$ cat src/rtl/tmdq_pkg.sv
// ----------------------------------------------------------------------------
// Delay queue package
// Types, codes and defaults shared by the delay queue files.
// ----------------------------------------------------------------------------
`default_nettype none

package tmdq_pkg;

  localparam int DEFAULT_QUEUE_DEPTH = 16;
  localparam int MAX_RESULTS         = 16;

  localparam logic [1:0] MODE_MESSAGE = 2'd0;
  localparam logic [1:0] MODE_TICK    = 2'd1;
  localparam logic [1:0] MODE_RESET   = 2'd2;

  localparam logic STATUS_RELEASED = 1'b0;
  localparam logic STATUS_DROPPED  = 1'b1;

  typedef struct packed {
    logic [31:0] rel_time;
    logic [2:0]  msg_type;
    logic [31:0] msg_value;
  } entry_t;

  typedef enum logic [2:0] {
    ST_IDLE,
    ST_EMIT,
    ST_INS_RD,
    ST_INS_CHK,
    ST_DRN_RD,
    ST_DRN_CHK,
    ST_DRN_FIN
  } state_e;

endpackage

`default_nettype wire

$ cat src/rtl/tmdq_ram.sv
// ----------------------------------------------------------------------------
// Delay queue RAM
// Simple dual-port RAM, one write and one registered read per cycle.
// ----------------------------------------------------------------------------
`default_nettype none

module tmdq_ram #(
  parameter int Width = 8,
  parameter int Depth = 16,
  localparam int AddrW = (Depth > 1) ? $clog2(Depth) : 1
) (
  input  wire logic             clk_i,
  input  wire logic             we_i,
  input  wire logic [AddrW-1:0] waddr_i,
  input  wire logic [Width-1:0] wdata_i,
  input  wire logic             re_i,
  input  wire logic [AddrW-1:0] raddr_i,
  output logic      [Width-1:0] rdata_o
);

  logic [Width-1:0] mem_q [Depth];

  always_ff @(posedge clk_i) begin
    if (we_i) begin
      mem_q[waddr_i] <= wdata_i;
    end
    if (re_i) begin
      rdata_o <= mem_q[raddr_i];
    end
  end

endmodule

`default_nettype wire

$ cat src/rtl/timestamped_message_delay_queue.sv
// ----------------------------------------------------------------------------
// Timestamped message delay queue
// Holds messages in a RAM ring sorted by release time and drains due ones.
// ----------------------------------------------------------------------------
// Usage:
// The input channel (in_valid_i/in_ready_o) carries one command transaction:
// a message to delay, a tick poll or a queue reset. in_ready_o is high only
// while the block is idle, so one command is worked on at a time.
// A message with a zero delay passes straight through as one result; a
// message hitting a full queue comes back as one result with the dropped
// status. A tick releases every due entry in time order, up to sixteen, the
// last one flagged with out_last_o.
// A queued message is put in place by an insertion walk from the tail: each
// step reads one entry from the RAM and, when its time is later, writes it
// one slot up. A tick reads the entries from the head and stops at the first
// one not yet due. Pass-through and drop go through the emit state; reset
// mode and the unused mode are done as the command is accepted.
// The output channel has one output register; when the receiver stalls the
// walk waits in place and nothing is lost. Reset clears the queue and the
// held delay; the RAM content is not cleared.
// ----------------------------------------------------------------------------
`default_nettype none

module timestamped_message_delay_queue
  import tmdq_pkg::*;
#(
  parameter int QueueDepth = DEFAULT_QUEUE_DEPTH
) (
  input  wire logic               clk_i,
  input  wire logic               rst_ni,
  input  wire logic               cfg_we_i,
  input  wire logic [30:0]        cfg_wdata_i,
  input  wire logic               in_valid_i,
  output logic                    in_ready_o,
  input  wire logic [1:0]         mode_i,
  input  wire logic [31:0]        current_time_i,
  input  wire logic [2:0]         msg_type_i,
  input  wire logic [31:0]        msg_value_i,
  input  wire logic               delay_given_i,
  input  wire logic signed [31:0] delay_request_i,
  output logic                    out_valid_o,
  input  wire logic               out_ready_i,
  output logic                    out_status_o,
  output logic [2:0]              out_type_o,
  output logic [31:0]             out_value_o,
  output logic                    out_last_o
);

  localparam int AW = (QueueDepth > 1) ? $clog2(QueueDepth) : 1;
  localparam int CW = $clog2(QueueDepth + 1);

  // Physical slot of logical position k, counted from the ring head.
  function automatic logic [AW-1:0] phys(input logic [AW-1:0] h, input logic [CW-1:0] k);
    logic [CW:0] s;
    s = {{(CW + 1 - AW){1'b0}}, h} + {1'b0, k};
    if (s >= (CW + 1)'(QueueDepth)) begin
      s = s - (CW + 1)'(QueueDepth);
    end
    return s[AW-1:0];
  endfunction

  state_e state_q, state_d;

  logic [30:0]   held_q, held_d;
  logic [AW-1:0] head_q, head_d;
  logic [CW-1:0] count_q, count_d;
  logic [CW-1:0] idx_q, idx_d;        // insertion slot or drain position
  logic          emit_st_q, emit_st_d;
  logic [31:0]   now_q;
  logic [31:0]   rel_q;
  logic [2:0]    type_q;
  logic [31:0]   value_q;
  logic          pend_v_q, pend_v_d;
  logic [2:0]    pend_type_q, pend_type_d;
  logic [31:0]   pend_value_q, pend_value_d;

  logic          out_valid_q;
  logic          out_status_q, out_last_q;
  logic [2:0]    out_type_q;
  logic [31:0]   out_value_q;

  logic          ld;
  logic          ld_status, ld_last;
  logic [2:0]    ld_type;
  logic [31:0]   ld_value;

  logic          ram_we, ram_re;
  logic [AW-1:0] ram_waddr, ram_raddr;
  entry_t        ram_wdata, ram_rdata;

  logic          accept;
  logic          space;
  logic          zero_req;
  logic [30:0]   held_new;
  logic          due;
  logic          can_drain;

  assign in_ready_o = (state_q == ST_IDLE);
  assign accept     = in_valid_i && in_ready_o;
  assign space      = !out_valid_q || out_ready_i;
  assign zero_req   = delay_given_i && (delay_request_i == 32'sd0);
  assign due        = (ram_rdata.rel_time <= now_q);
  assign can_drain  = (idx_q < count_q) && (int'(idx_q) < MAX_RESULTS);

  // A positive delay replaces the held delay, a zero delay clears it and a
  // negative or missing one leaves it alone.
  always_comb begin
    held_new = held_q;
    if (delay_given_i) begin
      if (zero_req) begin
        held_new = '0;
      end else if (!delay_request_i[31]) begin
        held_new = delay_request_i[30:0];
      end
    end
  end

  // Next state.
  always_comb begin
    state_d = state_q;
    case (state_q)
      ST_IDLE: begin
        if (accept) begin
          case (mode_i)
            MODE_MESSAGE: begin
              if (zero_req || (count_q >= CW'(QueueDepth))) begin
                state_d = ST_EMIT;
              end else begin
                state_d = ST_INS_RD;
              end
            end
            MODE_TICK: state_d = ST_DRN_RD;
            default:   state_d = ST_IDLE;
          endcase
        end
      end
      ST_EMIT: if (space) state_d = ST_IDLE;
      ST_INS_RD: begin
        if (idx_q == '0) begin
          state_d = ST_IDLE;
        end else begin
          state_d = ST_INS_CHK;
        end
      end
      ST_INS_CHK: begin
        if (ram_rdata.rel_time > rel_q) begin
          state_d = ST_INS_RD;
        end else begin
          state_d = ST_IDLE;
        end
      end
      ST_DRN_RD: state_d = can_drain ? ST_DRN_CHK : ST_DRN_FIN;
      ST_DRN_CHK: begin
        if (!due) begin
          state_d = ST_DRN_FIN;
        end else if (!pend_v_q || space) begin
          state_d = ST_DRN_RD;
        end
      end
      ST_DRN_FIN: if (!pend_v_q || space) state_d = ST_IDLE;
      default: state_d = ST_IDLE;
    endcase
  end

  // Datapath, RAM port and output register controls.
  always_comb begin
    held_d       = held_q;
    head_d       = head_q;
    count_d      = count_q;
    idx_d        = idx_q;
    emit_st_d    = emit_st_q;
    pend_v_d     = pend_v_q;
    pend_type_d  = pend_type_q;
    pend_value_d = pend_value_q;
    ram_we       = 1'b0;
    ram_re       = 1'b0;
    ram_waddr    = phys(head_q, idx_q);
    ram_raddr    = phys(head_q, idx_q);
    ram_wdata    = '{rel_time: rel_q, msg_type: type_q, msg_value: value_q};
    ld           = 1'b0;
    ld_status    = STATUS_RELEASED;
    ld_last      = 1'b1;
    ld_type      = type_q;
    ld_value     = value_q;
    case (state_q)
      ST_IDLE: begin
        if (cfg_we_i) begin
          held_d = cfg_wdata_i;
        end
        if (accept) begin
          case (mode_i)
            MODE_MESSAGE: begin
              held_d    = held_new;
              idx_d     = count_q;
              emit_st_d = zero_req ? STATUS_RELEASED : STATUS_DROPPED;
            end
            MODE_TICK: begin
              idx_d    = '0;
              pend_v_d = 1'b0;
            end
            MODE_RESET: count_d = '0;
            default: ;
          endcase
        end
      end
      ST_EMIT: begin
        ld        = space;
        ld_status = emit_st_q;
      end
      ST_INS_RD: begin
        if (idx_q == '0) begin
          ram_we  = 1'b1;
          count_d = count_q + 1'b1;
        end else begin
          ram_re    = 1'b1;
          ram_raddr = phys(head_q, idx_q - 1'b1);
        end
      end
      ST_INS_CHK: begin
        ram_we = 1'b1;
        if (ram_rdata.rel_time > rel_q) begin
          ram_wdata = ram_rdata;
          idx_d     = idx_q - 1'b1;
        end else begin
          count_d = count_q + 1'b1;
        end
      end
      ST_DRN_RD: ram_re = can_drain;
      ST_DRN_CHK: begin
        if (due && (!pend_v_q || space)) begin
          ld           = pend_v_q;
          ld_last      = 1'b0;
          ld_type      = pend_type_q;
          ld_value     = pend_value_q;
          pend_v_d     = 1'b1;
          pend_type_d  = ram_rdata.msg_type;
          pend_value_d = ram_rdata.msg_value;
          idx_d        = idx_q + 1'b1;
        end
      end
      ST_DRN_FIN: begin
        if (!pend_v_q || space) begin
          ld       = pend_v_q;
          ld_type  = pend_type_q;
          ld_value = pend_value_q;
          pend_v_d = 1'b0;
          head_d   = phys(head_q, idx_q);
          count_d  = count_q - idx_q;
        end
      end
      default: ;
    endcase
  end

  always_ff @(posedge clk_i or negedge rst_ni) begin
    if (!rst_ni) begin
      state_q     <= ST_IDLE;
      held_q      <= '0;
      head_q      <= '0;
      count_q     <= '0;
      idx_q       <= '0;
      pend_v_q    <= 1'b0;
      out_valid_q <= 1'b0;
    end else begin
      state_q  <= state_d;
      held_q   <= held_d;
      head_q   <= head_d;
      count_q  <= count_d;
      idx_q    <= idx_d;
      pend_v_q <= pend_v_d;
      if (ld) begin
        out_valid_q <= 1'b1;
      end else if (out_ready_i) begin
        out_valid_q <= 1'b0;
      end
    end
  end

  // Payload registers carry no reset.
  always_ff @(posedge clk_i) begin
    emit_st_q    <= emit_st_d;
    pend_type_q  <= pend_type_d;
    pend_value_q <= pend_value_d;
    if (accept) begin
      now_q   <= current_time_i;
      rel_q   <= current_time_i + {1'b0, held_new};
      type_q  <= msg_type_i;
      value_q <= msg_value_i;
    end
    if (ld) begin
      out_status_q <= ld_status;
      out_last_q   <= ld_last;
      out_type_q   <= ld_type;
      out_value_q  <= ld_value;
    end
  end

  tmdq_ram #(
    .Width ($bits(entry_t)),
    .Depth (QueueDepth)
  ) u_ram (
    .clk_i   (clk_i),
    .we_i    (ram_we),
    .waddr_i (ram_waddr),
    .wdata_i (ram_wdata),
    .re_i    (ram_re),
    .raddr_i (ram_raddr),
    .rdata_o (ram_rdata)
  );

  assign out_valid_o  = out_valid_q;
  assign out_status_o = out_status_q;
  assign out_last_o   = out_last_q;
  assign out_type_o   = out_type_q;
  assign out_value_o  = out_value_q;

endmodule

`default_nettype wire

$ cat config.mk
export PLATFORM = sky130hd
export DESIGN_NAME = timestamped_message_delay_queue
export DESIGN_NICKNAME = d
export VERILOG_FILES = /design/src/rtl/tmdq_pkg.sv /design/src/rtl/tmdq_ram.sv /design/src/rtl/timestamped_message_delay_queue.sv
export SDC_FILE = /design/constraint.sdc
export NUM_CORES = 2
export LEC_CHECK = 0
export ABC_AREA = 1
export BUFFER_PORTS_ARGS = -buffer_cell sky130_fd_sc_hd__buf_2
export CAP_MARGIN = 10
export CORE_MARGIN = 8
export CORE_UTILIZATION = 60
export DETAILED_ROUTE_END_ITERATION = 10
export PLACE_DENSITY = 0.77
export SLEW_MARGIN = 20
export SYNTH_ARGS = -nofsm -noshare
export SYNTH_HDL_FRONTEND = slang
export SYNTH_SLANG_ARGS = --single-unit
$ cat constraint.sdc
create_clock -name clk_i -period 10.9 [get_ports clk_i]
set_clock_uncertainty 0.15 [all_clocks]
set_input_delay 1.635 -clock clk_i [delete_from_list [all_inputs] [get_ports clk_i]]
set_output_delay 1.635 -clock clk_i [all_outputs]
set_load 0.05 [all_outputs]
==> results_dict.tcl <==
set metrics [dict create \
    outcome "finished clean" \
    ff2ff_path_depth 14 \
    worstSetupPathType "flop to flop" \
    critPathLaunchType "flop" \
    finalHoldViolations 0 \
    grt.total_usage 0.262 \
    syn_area_um2 58700 \
    cts_tree "built" \
    synth_nets 5229 \
    grt_pass1_vias 37819 \
    fmax_mhz 195 \
    synthArstFlopShare 0.0367 \
    start_util 0.606 \
    via_count 39213 \
    worstHoldStart "u_ram.rdata_o[25]" \
    final_common_cell "edfxtp_1" \
    yosys-top-cells-area "edfxtp_1 (67%), a21oi_1 (4.3%), nand2_1 (4.3%), inv_1 (4.0%), o211ai_1 (3.5%)" \
    slowest_delay_ns 0.78 \
    cts_buffers 136 \
    p_per_area_nw_per_um2 332 \
    die_height_um 329 \
    arrival_ns 5.47 \
    route.detailed.drc 0 \
    firstDrtPassIters 6 \
    worstMarginPinSlew_ns 1.15 \
    ys_warn_count 0 \
    grt_pass1_wl_mm 217 \
    antenna_left 0 \
    postCtsSetupRepairBufs 0 \
    drt_wl_total_mm 144 \
    finalCritPeriodShare 0.471 \
    syn_inst 4977 \
    gp_congestion 0.873 \
    numPortBuffers 176 \
    setup_viol 0 \
    seq_area_frac_synth 0.692 \
    crit_chain "inv_1 -> ha_1 -> nand3_2 -> nand3_4 -> inv_2 -> nand2_8 -> nand2_8 -> buf_4 -> buf_12 -> a21oi_1 -> o21ai_1 -> o211ai_1 -> nand3_1 -> nand2_1" \
    grt_max_degree 281 \
    critPathSlowestCell "buf_4" \
    drive_gt1_frac 0.0952 \
    cp_common_cell "nand2_8" \
    drt-initial-drc-count 5365 \
    gr-total-overflow 0 \
    syn_to_final_growth_pct 11.0 \
    cts_max_level 4 \
    r2r-end "u_ram.rdata_o[13]" \
    leakagePower_nw 24.2 \
    tns_ns 0 \
    ys_seq_elements 1361 \
    core_um2 96900 \
    cts_buffer_depth 3 \
    antenna_found_initial 2 \
    r2r-start "idx_q[1]" \
    wl_per_cell_um 22.3 \
    cts_resized 0 \
    cts-root-buf "clkbuf_16" \
    nets 5355 \
    rows 114 \
    holdPathEnd "pend_value_q[25]" \
    ios 177 \
    dpl.hpwl_mm 76.2 \
    dieArea_um2 108000 \
    maxCapViolations 0 \
    critPathMaxFanout 226 \
    layout_common_cells "edfxtp_1 (1311), nand2_1 (670), inv_1 (619)" \
    fp.dieW_um 329 \
    ys_types 50 \
    worst_hold_path_type "flop to flop" \
    clock_latency_ns 0.75 \
    netlist.area_leader.share 0.670 \
    drv_slew 0 \
    synth_top_cell_by_area "edfxtp_1" \
    synth_top_flop_cell "edfxtp_1" \
    cts-hold-fix-buffers 0 \
    rrSetupSlack_ns 5.77 \
    rsz0062_at_grt "false" \
    min_period_ns 5.13 \
    end_kind "flop" \
    hold_depth 0 \
    cts.sinks 1361 \
    ir_worst_vdd_uv 470 \
    via_per_inst 6.05 \
    path_clk_slew_ns 0.06 \
    relSlewSlack 0.230 \
    synth_area_per_cell_um2 11.8 \
    totalPowerFinal_mw 21.7 \
    synth_enable_flop_cells 1311 \
    required_ns 11.24 \
]
## state kept, by name (all words and copies together), names as in the netlist, 3 cells and up
register,flops
count_q,5
head_q,4
held_q,31
idx_q,5
now_q,32
out_type_o,3
out_value_o,32
pend_type_q,3
pend_value_q,32
rel_q,32
state_q,3
type_q,3
u_ram.mem_q,1072
u_ram.rdata_o,67
value_q,32
## cells in the mapped netlist, types with 10 or more instances
cell type	number
a21oi_1	506
buf_1	33
buf_2	122
clkbuf_1	111
dfrtp_1	50
edfxtp_1	1311
ha_1	110
inv_1	619
nand2_1	674
nand3_1	326
nand4_1	11
nor2_1	124
nor3_1	13
nor4_1	10
o211ai_1	270
o21ai_0	368
o21ai_1	201
xnor2_1	15
xor2_1	26
## power breakdown
group | switching, mW | total [mW] | internal [mW] | leakage (nW)
Combinational | 6.95 | 9.83 | 2.89 | 9.74
Sequential | 0.292 | 7.34 | 7.05 | 12.4
Clock | 1.96 | 4.49 | 2.52 | 2.06
Total | 9.20 | 21.7 | 12.5 | 24.2
## worst max-delay path: cells and delay by family, from the launching register on
kind / cells / cell delay [ns]
simple gates: 6 / 1.42
flops: 1 / 0.48
compound gates: 3 / 0.46
buf+inv: 4 / 1.80
fa+ha+maj: 1 / 0.24
## worst max path at each step
stage | from | endpoint | slack, ns | depth (start not counted)
2_1_floorplan | in_valid_i | emit_st_q | 3.25 | 5
3_3_place_gp | delay_given_i | rel_q[20] | 5.64 | 17
3_5_place_dp | delay_given_i | rel_q[20] | 5.57 | 16
4_1_cts | idx_q[1] | u_ram.rdata_o[13] | 5.84 | 14
5_1_grt | idx_q[1] | u_ram.rdata_o[6] | 5.41 | 14
6_report | idx_q[1] | u_ram.rdata_o[13] | 5.77 | 14
## metal layers
metal | part of all wire | up-vias | track usage
li1 | - | 18076 | -
met2 | 0.46 | 2168 | 0.415
met5 | 0.00019 | - | 0
met4 | 0.029 | 4 | 0.0919
met3 | 0.11 | 300 | 0.0565
met1 | 0.39 | 18665 | 0.361
## stage by stage
step	hold slack (ns)	instance area [um2]	worst slack, ns	util	cells
2_1_floorplan	0.277	58700	3.25	-	4977
3_3_place_gp	0.282	60900	5.64	0.629	6239
3_5_place_dp	0.283	60900	5.57	0.629	6240
4_1_cts	0.286	65200	5.84	0.673	6483
5_1_grt	0.306	65200	5.41	0.673	6484
6_report	0.284	65200	5.77	0.673	6485
## kinds of logic after synthesis
family | count (synthesis) | synth area share
AOI/OAI and AO/OA | 1382 | 0.131
xor gates and xnor gates | 41 | 0.00612
adders and majority gates | 114 | 0.0248
buffers and inverters | 903 | 0.0613
DFF | 1361 | 0.692
muxes | 6 | 0.00102
and+or+nand+nor | 1170 | 0.0839
## area by class of cell
cell class                 count  area, um2
antenna                        1       2.50
inverter                     627       2370
timing repair buffer         264       1610
tap                         1276       1600
clock inverter                80        726
fill                        6642      31700
sequential                  1361      40600
multi-input combinational   2713      14700
clock buffer                 163       3540
(Power assumes the default switching activity.)
